==> src/hw/rtl/mfp_pkg.sv <==
`timescale 1ns / 1ps
// ----------------------------------------------------------------------------
// Message fragment packetizer package
// Shared types and constants for the byte framing datapath.
// ----------------------------------------------------------------------------
package mfp_pkg;

  // The payload size must be a power of two, so that the fragment index and
  // the position inside a fragment are plain bit fields of the byte offset.
  localparam int unsigned PayloadBytes = 1024;
  localparam int unsigned PayloadBits  = $clog2(PayloadBytes);
  localparam int unsigned PsizeW       = $clog2(PayloadBytes + 1);

  localparam int unsigned LenW     = 28;
  localparam int unsigned OffW     = 27;
  localparam int unsigned FragCntW = LenW - PayloadBits;

  localparam logic [LenW-1:0] MaxLength    = LenW'(134217728);
  localparam logic [LenW-1:0] PayloadLen   = LenW'(PayloadBytes);
  localparam logic [15:0]     MaxFragments = 16'hffff;

  localparam logic [7:0] Magic0 = 8'heb;
  localparam logic [7:0] Magic1 = 8'h90;
  localparam logic [7:0] Tail0  = 8'hcd;
  localparam logic [7:0] Tail1  = 8'hde;

  localparam int unsigned StepW = 5;

  typedef struct packed {
    logic [7:0]      data_byte;
    logic [LenW-1:0] message_length;
    logic [7:0]      channel_id;
  } mfp_in_t;

  typedef struct packed {
    logic [7:0] packet_byte;
    logic       packet_end;
    logic       run_last;
    logic       too_many_fragments;
  } mfp_out_t;

  typedef struct packed {
    logic [7:0]      data_byte;
    logic            hdr;
    logic            tail;
    logic            err;
    logic [15:0]     frag_idx;
    logic [15:0]     frag_cnt;
    logic [15:0]     psize;
    logic [LenW-1:0] total_len;
    logic [7:0]      channel;
  } mfp_desc_t;

endpackage

==> src/hw/rtl/mfp_frame.sv <==
`timescale 1ns / 1ps
// ----------------------------------------------------------------------------
// Message fragment packetizer framing state
// Tracks the message position and builds the framing descriptor of each byte.
// ----------------------------------------------------------------------------
module mfp_frame (
  input  logic                clk_i,
  input  logic                rst_ni,
  input  logic                in_valid_i,
  input  mfp_pkg::mfp_in_t    in_data_i,
  output logic                in_stall_o,
  output logic                desc_valid_o,
  output mfp_pkg::mfp_desc_t  desc_o,
  input  logic                desc_stall_i
);

  logic                           in_message_q, in_message_d;
  logic [mfp_pkg::OffW-1:0]       offset_q, offset_d;
  logic [mfp_pkg::LenW-1:0]       length_q, length_d;
  logic [7:0]                     channel_q, channel_d;

  logic                           accept;
  logic                           first;
  logic [mfp_pkg::LenW-1:0]       len_fix;
  logic [mfp_pkg::LenW-1:0]       len_cur;
  logic [7:0]                     chan_cur;
  logic [mfp_pkg::OffW-1:0]       off_cur;
  logic [mfp_pkg::PayloadBits-1:0] pos;
  logic [mfp_pkg::LenW-1:0]       base;
  logic [mfp_pkg::LenW-1:0]       rest;
  logic [mfp_pkg::PsizeW-1:0]     psize;
  logic                           closes;
  logic [mfp_pkg::LenW-1:0]       len_round;
  logic [mfp_pkg::FragCntW-1:0]   frags;
  logic                           err;
  logic [mfp_pkg::LenW-1:0]       off_next;

  assign accept       = in_valid_i && !desc_stall_i;
  assign in_stall_o   = desc_stall_i;
  assign desc_valid_o = in_valid_i;

  always_comb begin
    first = !in_message_q;
    if (in_data_i.message_length == '0) begin
      len_fix = mfp_pkg::LenW'(1);
    end else if (in_data_i.message_length > mfp_pkg::MaxLength) begin
      len_fix = mfp_pkg::MaxLength;
    end else begin
      len_fix = in_data_i.message_length;
    end
    len_cur  = first ? len_fix : length_q;
    chan_cur = first ? in_data_i.channel_id : channel_q;
    off_cur  = first ? '0 : offset_q;

    pos  = off_cur[mfp_pkg::PayloadBits-1:0];
    base = {1'b0, off_cur[mfp_pkg::OffW-1:mfp_pkg::PayloadBits],
            {mfp_pkg::PayloadBits{1'b0}}};
    rest = len_cur - base;
    if (rest < mfp_pkg::PayloadLen) begin
      psize = rest[mfp_pkg::PsizeW-1:0];
    end else begin
      psize = mfp_pkg::PsizeW'(mfp_pkg::PayloadBytes);
    end
    closes = ({1'b0, pos} + mfp_pkg::PsizeW'(1)) >= psize;

    len_round = len_cur + mfp_pkg::LenW'(mfp_pkg::PayloadBytes - 1);
    frags     = len_round[mfp_pkg::LenW-1:mfp_pkg::PayloadBits];
    err       = frags > mfp_pkg::FragCntW'(mfp_pkg::MaxFragments);

    desc_o.data_byte = in_data_i.data_byte;
    desc_o.hdr       = !err && (pos == '0);
    desc_o.tail      = !err && closes;
    desc_o.err       = err;
    desc_o.frag_idx  = off_cur[mfp_pkg::PayloadBits +: 16];
    desc_o.frag_cnt  = frags[15:0];
    desc_o.psize     = 16'(psize);
    desc_o.total_len = len_cur;
    desc_o.channel   = chan_cur;

    off_next = {1'b0, off_cur} + mfp_pkg::LenW'(1);

    in_message_d = in_message_q;
    offset_d     = offset_q;
    length_d     = length_q;
    channel_d    = channel_q;
    if (accept) begin
      length_d  = len_cur;
      channel_d = chan_cur;
      if (off_next >= len_cur) begin
        in_message_d = 1'b0;
        offset_d     = '0;
      end else begin
        in_message_d = 1'b1;
        offset_d     = off_next[mfp_pkg::OffW-1:0];
      end
    end
  end

  always_ff @(posedge clk_i or negedge rst_ni) begin
    if (!rst_ni) begin
      in_message_q <= 1'b0;
      offset_q     <= '0;
      length_q     <= '0;
      channel_q    <= '0;
    end else begin
      in_message_q <= in_message_d;
      offset_q     <= offset_d;
      length_q     <= length_d;
      channel_q    <= channel_d;
    end
  end

endmodule

==> src/hw/rtl/mfp_emit.sv <==
`timescale 1ns / 1ps
// ----------------------------------------------------------------------------
// Message fragment packetizer byte emitter
// Holds one framing descriptor and steps through its header, data and tail
// bytes into the output register, or gives one flagged transfer for an error.
// ----------------------------------------------------------------------------
module mfp_emit (
  input  logic                clk_i,
  input  logic                rst_ni,
  input  logic                desc_valid_i,
  input  mfp_pkg::mfp_desc_t  desc_i,
  output logic                desc_stall_o,
  output logic                out_valid_o,
  output mfp_pkg::mfp_out_t   out_data_o,
  input  logic                out_stall_i
);

  localparam logic [mfp_pkg::StepW-1:0] StepHdrFirst = mfp_pkg::StepW'(0);
  localparam logic [mfp_pkg::StepW-1:0] StepData     = mfp_pkg::StepW'(14);
  localparam logic [mfp_pkg::StepW-1:0] StepTail0    = mfp_pkg::StepW'(15);
  localparam logic [mfp_pkg::StepW-1:0] StepTail1    = mfp_pkg::StepW'(16);

  mfp_pkg::mfp_desc_t              desc_q;
  logic                            item_valid_q;
  logic [mfp_pkg::StepW-1:0]       step_q;
  logic                            out_valid_q;
  mfp_pkg::mfp_out_t               out_q;

  logic                            load_out;
  logic [mfp_pkg::StepW-1:0]       last_step;
  logic                            item_done;
  logic                            take;
  mfp_pkg::mfp_out_t               result;

  assign load_out     = !out_valid_q || !out_stall_i;
  assign last_step    = desc_q.tail ? StepTail1 : StepData;
  assign item_done    = item_valid_q && load_out && (step_q == last_step);
  assign take         = !item_valid_q || item_done;
  assign desc_stall_o = !take;
  assign out_valid_o  = out_valid_q;
  assign out_data_o   = out_q;

  always_comb begin
    result.packet_byte        = 8'h00;
    result.packet_end         = 1'b0;
    result.run_last           = 1'b0;
    result.too_many_fragments = 1'b0;
    if (desc_q.err) begin
      result.run_last           = 1'b1;
      result.too_many_fragments = 1'b1;
    end else begin
      case (step_q)
        StepHdrFirst:         result.packet_byte = mfp_pkg::Magic0;
        5'd1:                 result.packet_byte = mfp_pkg::Magic1;
        5'd2:                 result.packet_byte = desc_q.frag_idx[7:0];
        5'd3:                 result.packet_byte = desc_q.frag_idx[15:8];
        5'd4:                 result.packet_byte = desc_q.frag_cnt[7:0];
        5'd5:                 result.packet_byte = desc_q.frag_cnt[15:8];
        5'd6:                 result.packet_byte = desc_q.psize[7:0];
        5'd7:                 result.packet_byte = desc_q.psize[15:8];
        5'd8:                 result.packet_byte = desc_q.total_len[7:0];
        5'd9:                 result.packet_byte = desc_q.total_len[15:8];
        5'd10:                result.packet_byte = desc_q.total_len[23:16];
        5'd11:                result.packet_byte = {4'h0, desc_q.total_len[27:24]};
        5'd12:                result.packet_byte = desc_q.channel;
        5'd13:                result.packet_byte = 8'h00;
        StepData: begin
          result.packet_byte = desc_q.data_byte;
          result.run_last    = !desc_q.tail;
        end
        StepTail0:            result.packet_byte = mfp_pkg::Tail0;
        StepTail1: begin
          result.packet_byte = mfp_pkg::Tail1;
          result.packet_end  = 1'b1;
          result.run_last    = 1'b1;
        end
        default:              result.packet_byte = 8'h00;
      endcase
    end
  end

  always_ff @(posedge clk_i or negedge rst_ni) begin
    if (!rst_ni) begin
      item_valid_q <= 1'b0;
      step_q       <= '0;
      out_valid_q  <= 1'b0;
    end else begin
      if (desc_valid_i && take) begin
        item_valid_q <= 1'b1;
        step_q       <= desc_i.hdr ? StepHdrFirst : StepData;
      end else if (item_done) begin
        item_valid_q <= 1'b0;
      end else if (item_valid_q && load_out) begin
        step_q <= step_q + mfp_pkg::StepW'(1);
      end
      if (load_out) begin
        out_valid_q <= item_valid_q;
      end
    end
  end

  always_ff @(posedge clk_i) begin
    if (desc_valid_i && take) begin
      desc_q <= desc_i;
    end
    if (load_out && item_valid_q) begin
      out_q <= result;
    end
  end

endmodule

==> src/hw/rtl/message_fragment_packetizer.sv <==
`timescale 1ns / 1ps
// ----------------------------------------------------------------------------
// Message fragment packetizer
// Cuts a byte stream into fragments and frames each one with a 14-byte
// header and a 2-byte tail.
//
//   Channel   Direction  Handshake                Payload
//   input     in         in_valid_i / in_stall_o  mfp_in_t (one message byte)
//   output    out        out_valid_o / out_stall_i mfp_out_t (one packet byte)
//
// The emitter sends, for a message byte that opens a fragment, the header
// bytes and then the byte; for one that closes a fragment, the byte and then
// the tail bytes; for one that does both, all three; and for any other byte,
// the byte alone. The emitter holds a single message byte, so a new input
// transfer is taken only in the cycle the emitter finishes its current byte
// or while it is empty. Reset clears all message tracking and empties the
// emitter and the output register.
// ----------------------------------------------------------------------------
module message_fragment_packetizer (
  input  logic               clk_i,
  input  logic               rst_ni,
  input  logic               in_valid_i,
  input  mfp_pkg::mfp_in_t   in_data_i,
  output logic               in_stall_o,
  output logic               out_valid_o,
  output mfp_pkg::mfp_out_t  out_data_o,
  input  logic               out_stall_i
);

  logic                desc_valid;
  logic                desc_stall;
  mfp_pkg::mfp_desc_t  desc;

  mfp_frame u_frame (
    .clk_i        (clk_i),
    .rst_ni       (rst_ni),
    .in_valid_i   (in_valid_i),
    .in_data_i    (in_data_i),
    .in_stall_o   (in_stall_o),
    .desc_valid_o (desc_valid),
    .desc_o       (desc),
    .desc_stall_i (desc_stall)
  );

  mfp_emit u_emit (
    .clk_i        (clk_i),
    .rst_ni       (rst_ni),
    .desc_valid_i (desc_valid),
    .desc_i       (desc),
    .desc_stall_o (desc_stall),
    .out_valid_o  (out_valid_o),
    .out_data_o   (out_data_o),
    .out_stall_i  (out_stall_i)
  );

endmodule

==> config.mk <==
export PLATFORM = sky130hd
export DESIGN_NAME = message_fragment_packetizer
export DESIGN_NICKNAME = d
export VERILOG_FILES = /design/src/hw/rtl/mfp_pkg.sv /design/src/hw/rtl/mfp_frame.sv /design/src/hw/rtl/mfp_emit.sv /design/src/hw/rtl/message_fragment_packetizer.sv
export SDC_FILE = /design/constraint.sdc
export NUM_CORES = 1
export LEC_CHECK = 0
export BUFFER_PORTS_ARGS = -buffer_cell sky130_fd_sc_hd__clkbuf_2
export CELL_PAD_IN_SITES_DETAIL_PLACEMENT = 0
export CELL_PAD_IN_SITES_GLOBAL_PLACEMENT = 1
export CORE_ASPECT_RATIO = 0.7
export CORE_MARGIN = 5
export CORE_UTILIZATION = 45
export DETAILED_ROUTE_END_ITERATION = 16
export PLACE_DENSITY = 0.8
export SYNTH_ARGS = -nofsm -noshare
export SYNTH_HDL_FRONTEND = slang
export SYNTH_SLANG_ARGS = --single-unit
==> constraint.sdc <==
create_clock -name clk_i -period 9.2 [get_ports clk_i]
set_input_delay 0.46 -clock clk_i [delete_from_list [all_inputs] [get_ports clk_i]]
set_output_delay 0.46 -clock clk_i [all_outputs]
set_load 0.01 [all_outputs]
# After elaboration in Yosys (flattened, before gate mapping)
# Cells that the tools add are included.
[totals]
input_bits = 48
out_inout_bits = 13
reg_bits = 171
[op_classes]
order_cmp = 5
muxes = 19
add_sub_neg = 5
n_reduce_logical = 19
n_eq_ne = 17
[op_table]
columns = ["op", "n"]
rows = [
  ["8-bit one-hot mux with 16 select lines", 1],
  ["28-bit two-way mux", 3],
  ["27-bit two-way mux", 2],
  ["5-bit by 4-bit equality test with 1-bit output, second input constant", 7],
  ["27-bit by 1-bit adder with 28-bit output, second input constant", 1],
  ["28-bit by 10-bit adder with 28-bit output, second input constant", 1],
  ["28-bit greater-or-equal comparator", 1],
  ["28-bit > comparator, second input constant", 1],
  ["28-bit zero test", 1],
  ["28-bit by 11-bit < comparator with 1-bit output, second input constant", 1],
  ["28-bit by 27-bit subtractor with 28-bit output", 1],
  ["5-bit by 3-bit equality test with 1-bit output, second input constant", 4],
  ["5-bit two-way mux", 4],
  ["18-bit by 16-bit > comparator with 1-bit output, second input constant", 1],
  ["10-bit by 1-bit adder with 11-bit output, second input constant", 1],
  ["11-bit greater-or-equal comparator", 1],
  ["11-bit two-way mux", 1],
  ["5-bit by 2-bit equality test with 1-bit output, second input constant", 2],
  ["10-bit zero test", 1],
  ["8-bit two-way mux", 1],
  ["1-bit zero test", 6],
  ["5-bit by 1-bit adder with 5-bit output, second input constant", 1],
  ["5-bit by 1-bit equality test with 1-bit output, second input constant", 1],
  ["5-bit equality test", 1],
  ["10 further kinds", 20],
]

# Logic depth before layout (Yosys ltp)
# Gate-level depths: netlist (run 1).
[depth]
word_depth = 10
depth_mapped = 31

# Cells and area by module
# From an unflattened synthesis (run 1), not the netlist that was laid out.
[unflattened]
cells_unflattened = 1086
hier_area_um2 = 11039.3
[by_module_without_submodules]
columns = ["module", "n_inst", "area_per_inst_um2", "cells_each"]
rows = [
  ["mfp_frame", 1, 6272.3, 777],
  ["mfp_emit", 1, 4767.1, 309],
]

# Least setup slack after synthesis (run 1)
# OpenSTA, ideal clock, no wires.
[synth_path]
path_kind = "reg-to-reg"
startpoint = "reg u_frame.in_message_q"
endpoint = "reg u_emit.desc_q[85] (netlist name), data pin"
setup_slack_ps = 3712
setup_ps = 255
required_time_ps = 8945
stages_incl_launch_ff = 28
n_path_buf = 8
arrival_ps = 5233
cell_sequence = "dfrtp_1 buf_4 buf_2 buf_2 buf_2 buf_2 buf_2 buf_1 nand2_1 xnor2_1 ha_1 o31a_1 nor3_1 a211oi_1 and4_1 or4_1 a21oi_1 nand4_1 clkbuf_1 nand2b_1 ha_1 a21o_1 a21o_1 a21oi_1 o21ai_0 nand3_1 o311ai_0 and2_1"
[synth_rtl]
columns = ["element", "line", "source"]
rows = [
  ["start: declaration", "mfp_frame.sv:17", "logic in_message_q, in_message_d;"],
  ["start signal: assignment", "mfp_frame.sv:106", "in_message_q <= in_message_d;"],
  ["end signal: assignment", "mfp_emit.sv:104", "desc_q <= desc_i;"],
  ["end: declaration", "mfp_emit.sv:23", "mfp_pkg::mfp_desc_t desc_q;"],
]

==> summary.md, run 1 <==
| Metric | Value |
|---|---|
| Status | `finished, final reports clean` |
| Post-route worst setup slack | `about 1.8 ns` |
| Layout Cells excl Fill | `about 1400` |
| DP Area | `11000 um2` |
| Synth top cells by count | `122 x nand2_1, 100 x edfxtp_1, 94 x inv_1, 71 x dfrtp_1, 61 x ha_1` |
| Vias in the first global route | `7923` |
| HPWL Detailed | `roughly 24 mm` |
| Clock Path Buffers | `2` |
| Gp weighted congestion | `between 1 and 1.5` |
| Hold WC Path Type | `in2reg` |
| Grt total ovfl | `0` |
| Seq cells post-synth | `171` |
| # rows | `46` |
| Chip width | `191 um` |
| Post-route cell area | `approximately 12000 um2` |
| Hold WS | `0.199 ns` |
| FF-to-FF setup slack | `2.78 ns` |
| RR Endpoint | `u_emit.desc_q[85]` |
| # setup viols final | `0` |
| Worst VDD drop | `0.000269 V` |
| Initial Util | `0.456` |
| RSZ-0062 raised after global routing | `false` |
| IO buf count | `60` |
| Wire per inst | `~22 um` |
| Compound-Gate Fraction of Synth Area | `0.175` |
| Worst slack, placed | `~1.6 ns` |
| Crit path time final | `approximately 7.4 ns` |
| Area leader, netlist | `edfxtp_1` |
| Number of enable flip-flop cells after synthesis | `100` |
| Ports | `61` |
| Number of DRC markers in iteration 0 | `862` |
| First-pass GRT wire length | `48.4 mm` |
| Worst Hold Launch | `in_data_i[37]` |
| Antenna violations before repair | `1` |
| Pwr dens | `346 nW/um2` |
| H-tree depth | `4` |
| Final Max Slew Viols | `0` |
| Largest net degree at the start of global routing | `87` |
| Slew at the pin with the worst max-slew slack | `0.991 ns` |
| Inst Count DP | `1391` |
| Critical path type | `in2reg` |
| Hold depth | `1` |
| Adder-Cell Fraction of Synth Area | `0.0739` |
| Antenna-violating nets left | `0` |
| Post-Syn Area | `around 10000 um2` |
| Endpoint, Worst Hold | `u_emit.desc_q[88]` |
| Clock root buffer | `clkbuf_16` |
| Xor-xnor portion of the synthesized cell area | `0.0390` |
| CTS buffer count | `17` |
| Post-synthesis sequential area ratio | `0.463` |
| Final Hold Fails | `0` |
| Syn avg cell area | `~10 um2` |
| Maxcap violations | `0` |
| Share of cells above drive strength 1 | `0.123` |
| FILL cells | `2069` |
| Fmax | `between 0.1 and 0.15 GHz` |
| Combinational family with the most area after synthesis | `compound AO/OA/AOI/OAI gates` |
| Fraction of synthesized area in multiplexers | `0.0246` |
| Vias/cell | `~6.0` |
| Worst-path clk slew | `0.08 ns` |
| Pleak | `roughly 0.005 uW` |
| Pre-antenna DRT Iters | `5` |
| N_diodes | `0` |
| CP Launch Type | `primary input` |
| Clk_lat worst skew | `~0.44 ns` |
| Rel. slew slack | `0.334` |
| Syn-to-layout area delta | `12.1%` |
| Syn_nets | `1159` |
| CTS tree | `built` |
| Die Ht | `between 100 and 150 um` |
| Residual DRC count | `0` |
| Clock sink count | `roughly 170` |
| Top-count cell post-synth | `nand2_1` |
| Data required time of the critical path | `9.40 ns` |
| Nets@finish | `approximately 1200` |
| Share of the synthesized area in the top cell type | `0.291` |
| Drt total wl | `roughly 31 mm` |
| CP arrival | `roughly 7.6 ns` |
| GRT Total Usage | `0.245` |
| DR vias | `~8500` |
| Post-synth cell types | `between 70 and 80` |
| Die area | `26100 um2` |
| Final Cycle Share | `0.808` |
| Worst setup EP type | `register` |
| Fin Clk Skew | `0.0143 ns` |
| Fraction of registers with async set/reset | `0.415` |
| Worst r2r src | `u_frame.in_message_q` |
| Worst-path fanout max | `21` |
| Synth Instances | `~1100` |
| Core ar. | `roughly 23000 um2` |
| Top_reg_cell synth | `edfxtp_1` |
| Synth warn | `0` |
| Synth area leaders | `edfxtp_1 29%, dfrtp_1 17%, ha_1 7.4%` |
| Setup TNS Final | `0 ns` |
| Post-synthesis simple-gate area fraction | `0.171` |
| Worst Reg-to-Reg Cells | `23` |
==> cells in the final DEF (no fill, tap or decap), types with 27 or more instances in the layout <==
cell      netlist  layout
a21oi_1        36      36
clkbuf_2        0      59
dfrtp_1        71      70
edfxtp_1      100     100
ha_1           61      61
inv_1          94      93
nand2_1       122     121
nand2b_1       29      29
nor2_1         55      55
o21ai_0        56      56
o31ai_1        27      27
xnor2_1        32      32
==> repair_timing <==
item | 4_1_cts | 5_1_grt
hold buffers | 1 | 0
endpoints found under the hold margin | 27 | 0
gates resized for setup | 0 | 0
buffers inserted | 0 | 0
==> area by class of cell <==
type / instances / area (um2) / share of cell area
Multi-Input combinational cell: 740 / 5020 / 0.434
Clock inverter: 15 / 175 / 0.0151
Inverter: 94 / 355 / 0.0307
Sequential cell: 171 / 4780 / 0.414
Tap cell: 312 / 390 / 0.0338
Timing Repair Buffer: 75 / 418 / 0.0361
Clock buffer: 17 / 425 / 0.0368
==> critical path, stage by stage <==
cell	delay, ns
clkbuf_2	0.09
nor4_1	0.85
nand3_1	0.35
or3_1	0.63
and3b_1	0.43
a22oi_1	0.50
inv_1	0.20
ha_1	0.42
inv_1	0.08
a2111oi_0	0.61
nand4_1	0.21
nor3_1	0.28
o2111ai_1	0.22
nor4_1	0.28
nand4_1	0.19
buf_4	0.24
nand2b_1	0.17
ha_1	0.31
nor2b_1	0.13
o21a_1	0.15
o21ai_0	0.15
nand2b_1	0.08
a21oi_1	0.13
o21ai_0	0.08
nand3_1	0.08
o311ai_0	0.12
and2_1	0.18
==> flip-flops by register name (all words and copies together) (netlist names) <==
signal and cells:
u_frame.length_q 28, u_emit.desc_q 89, u_emit.step_q 5, u_frame.channel_q 8, u_emit.out_data_o 11, u_emit.out_valid_o 1
u_emit.item_valid_q 1, u_frame.offset_q 27, u_frame.in_message_q 1
==> metrics by stage <==
| stage | total power [uW] | util |
|---|---|---|
| after global routing | 4280 | 0.511 |
| after global placement | 3210 | 0.484 |
| after detailed placement | 3200 | 0.484 |
| after floorplan | 2620 | - |
| after CTS | 3960 | 0.511 |
| final | 4000 | 0.511 |
==> how the worst max path moves through the flow <==
stage                         start           endpoint  slack, ns  depth (start not counted)
4_1_cts               in_data_i[13]  u_emit.desc_q[85]       2.01                         27
6_report              in_data_i[13]  u_emit.desc_q[85]       1.77                         27
5_1_grt               in_data_i[13]  u_emit.desc_q[85]       1.50                         27
3_3_place_gp          in_data_i[13]  u_emit.desc_q[85]       1.64                         29
2_1_floorplan  u_frame.in_message_q  u_emit.desc_q[85]       3.71                         27
3_5_place_dp          in_data_i[13]  u_emit.desc_q[85]       1.58                         27
==> logic make-up after synthesis <==
| logic type | after synthesis |
|---|---|
| mux | 23 |
| compound gates | 259 |
| xor+xnor | 46 |
| simple gates | 351 |
| buf+inv | 139 |
| flops | 171 |
| fa+ha+maj | 61 |
==> metal layers <==
metal / share of wire / routed length [um] / track usage / up-vias
met4: 0.011 / 357 / 0.0478 / 0
met3: 0.099 / 3110 / 0.0727 / 30
met5: 0 / 0 / 0 / -
met1: 0.49 / 15300 / 0.381 / 4152
met2: 0.40 / 12700 / 0.337 / 370
li1: - / - / - / 3962
==> where the power goes <==
| group | total [uW] | switching (uW) | internal [uW] |
|---|---|---|---|
| combinational | 1970 | 1210 | 764 |
| sequential | 1270 | 231 | 1040 |
| clock | 757 | 346 | 411 |
Power figures use the tool's default switching activity.
==> inputs of run 2 (changes only) <==
Clock period 9.2 ns to 7.4 ns, I/O delays scaled along.
==> run 2 against run 1 <==
Effect of this change: register-to-register slack got worse by 1.6 ns; clock skew is 0.0049 ns lower; cell area up 0.39%; critical path type unchanged.
==> summary.md, run 2 (synthesis gave the netlist of run 1 again) <==
| Metric | Value |
|---|---|
| DR vias | `8447 (-0.79%)` |
| # setup viols final | `0 (unchanged)` |
| Post-route cell area | `11600 um2 (+0.39%)` |
| Hold WC Path Type | `in2reg` |
| Maxcap violations | `0 (unchanged)` |
| Clock Path Buffers | `2 (unchanged)` |
| Wire per inst | `21.6 um (-2.3%)` |
| Final Util | `0.513 (+0.00199)` |
| First-pass GRT wire length | `48.0 mm (-0.91%)` |
| Largest net degree at the start of global routing | `87 (unchanged)` |
| Status | `finished, final reports clean` |
| Die Ht | `137 um (unchanged)` |
| Clock sink count | `171 (unchanged)` |
| Pre-antenna DRT Iters | `5 (unchanged)` |
| Nets@finish | `1219 (+0.91%)` |
| Fin Clk Skew | `0.00940 ns (-0.00494 ns)` |
| Most frequent cells in the layout | `121 x nand2_1, 100 x edfxtp_1, 93 x inv_1` |
| Vias in the first global route | `7878 (-0.57%)` |
| H-tree depth | `4 (unchanged)` |
| Slew at the pin with the worst max-slew slack | `0.928 ns (-0.0622 ns)` |
| Final Max Slew Viols | `0 (unchanged)` |
| CTS tree | `built` |
| Worst r2r src | `u_frame.in_message_q` |
| Clock root buffer | `clkbuf_16` |
| Worst-path fanout max | `20 (-4.8%)` |
| Worst setup EP type | `register` |
| DP Area | `11000 um2 (+0.69%)` |
| Final Hold Fails | `0 (unchanged)` |
| GRT Total Usage | `0.242 (-0.00291)` |
| Critical path type | `in2reg` |
| CP Launch Type | `primary input` |
| Die area | `26100 um2 (unchanged)` |
| RSZ-0062 raised after global routing | `false` |
| # rows | `46 (unchanged)` |
| Worst Setup SP | `in_data_i[17]` |
| Share of cells above drive strength 1 | `0.129 (+0.00592)` |
| Largest register by flop count | `u_emit.desc_q` |
| Crit path time final | `6.66 ns` |
| Data required time of the critical path | `7.59 ns (-1.81 ns)` |
| Residual DRC count | `0 (unchanged)` |
| Tot Pwr | `4910 uW (+23%)` |
| Rel. slew slack | `0.381 (+0.0475)` |
| Final Cycle Share | `0.901` |
| Syn-to-layout area delta | `12.5%` |
| Chip width | `191 um (unchanged)` |
| Grt total ovfl | `0 (unchanged)` |
| Gp weighted congestion | `0.936 (-7.0%)` |
| IO buf count | `60 (unchanged)` |
| Max FFs per register | `89 (unchanged)` |
| Biggest regs | `u_emit.desc_q (89), u_frame.length_q (28), u_frame.offset_q (27)` |
| Pleak | `0.00501 uW (+0.68%)` |
| Antenna-violating nets left | `0 (unchanged)` |
| RR Endpoint | `u_emit.desc_q[85]` |
| FF-to-FF setup slack | `1.16 ns (-1.62 ns)` |
| Drt total wl | `31.0 mm (-1.6%)` |
| HPWL Detailed | `23.4 mm (-1.1%)` |
| Clk_lat worst skew | `0.43 ns (about the same)` |
| Number of DRC markers in iteration 0 | `1040 (+21%)` |
| Worst setup path endpoint | `u_emit.desc_q[85]` |
| Most common cell after layout, fill and taps aside | `nand2_1` |
| Worst-path clk slew | `0.07 ns (about the same)` |
| CTS buffer count | `17 (unchanged)` |
| Antenna violations before repair | `0 (-1)` |
| Core ar. | `22600 um2 (unchanged)` |
| Ports | `61 (unchanged)` |
| Post-CTS Setup Bufs | `0 (unchanged)` |
| Fmax | `about 0.15 GHz` |
| N_diodes | `0 (unchanged)` |
| CP arrival | `6.85 ns (-0.79 ns)` |
| Setup TNS Final | `0 ns (unchanged)` |
| Worst VDD drop | `0.000272 V (+1.3%)` |
| Pwr dens | `423 nW/um2 (+22%)` |
| Initial Util | `0.456 (unchanged)` |
| Vias/cell | `5.89 (-1.5%)` |
| Worst Reg-to-Reg Cells | `23 (unchanged)` |
## run 2: cell types whose count changed in the layout (fill, tap and decap cells not counted), moves of 2 or more
cell	previous run	this run
buf_4	15	26
clkinv_2	1	4
inv_8	3	0
inv_6	6	1
clkbuf_1	0	2
## run 2: worst max-delay path: stages
cell and delay [ns]:
clkbuf_2 0.09, nor4_1 0.58, nand4_1 0.25, or3_1 0.41, and3b_1 0.19, buf_4 0.18
a22oi_1 0.35, inv_1 0.19, ha_1 0.39, inv_1 0.08, a2111oi_0 0.74, nand4_1 0.18
nor3_1 0.23, o2111ai_1 0.21, nor4_1 0.35, nand4_1 0.31, buf_4 0.30, nand2b_1 0.17
ha_1 0.31, o21a_1 0.10, o21ai_0 0.13, nand2b_1 0.08, a21oi_1 0.17, o21ai_0 0.09
nand3_1 0.08, o311ai_0 0.12, and2_1 0.18
## run 2: how the worst min path moves through the flow
stage | cells past startpoint | slack, ns | endpoint | startpoint
after CTS | 1 | 0.10 | u_emit.desc_q[88] | in_data_i[37]
after detailed placement | 1 | 0.35 | u_frame.offset_q[24] | rst_ni
final | 1 | 0.11 | u_emit.desc_q[91] | in_data_i[40]
after global placement | 1 | 0.34 | u_frame.offset_q[25] | rst_ni
after floorplan | 0 | 0.07 | u_emit.item_valid_q | rst_ni
after global routing | 1 | 0.1 | u_emit.desc_q[88] | in_data_i[37]
## run 2: layer usage
layer,share of wire,vias to the layer above,wire [um],global-route usage
met2,0.40,389,12500,0.332
li1,-,3977,-,-
met5,0,-,0,0
met1,0.49,4057,15000,0.384
met4,0.011,0,337,0.0415
met3,0.10,24,3130,0.0665
## run 2: final cells by class
cell class / instances / area [um2]
Fill cell: 2104 / 11000
Multi-Input combinational cell: 740 / 5010
Inverter: 94 / 355
Tap cell: 312 / 390
Clock buffer: 20 / 447
Sequential cell: 171 / 4780
Timing Repair Buffer: 86 / 500
Clock inverter: 12 / 124
## run 2: report_power, final
| part | internal (uW) | switching [uW] | total, uW |
|---|---|---|---|
| clock network | 504 | 382 | 886 |
| registers | 1300 | 264 | 1560 |
| logic | 967 | 1500 | 2470 |
| total | 2770 | 2150 | 4910 |
## run 2: what timing repair did
item | in CTS | in global routing
resized for setup | 0 | 0
hold buffers | 1 | 0
endpoints found under the hold margin | 29 | 0
## run 2: metrics by stage
step	setup WS, ns	hold WS [ns]	cells
finish	0.736	0.115	1435
global route	0.459	0.0996	1435
CTS	0.847	0.105	1435
detailed placement	0.429	0.350	1402
global placement	0.527	0.340	1402
floorplan	1.91	0.0744	1050
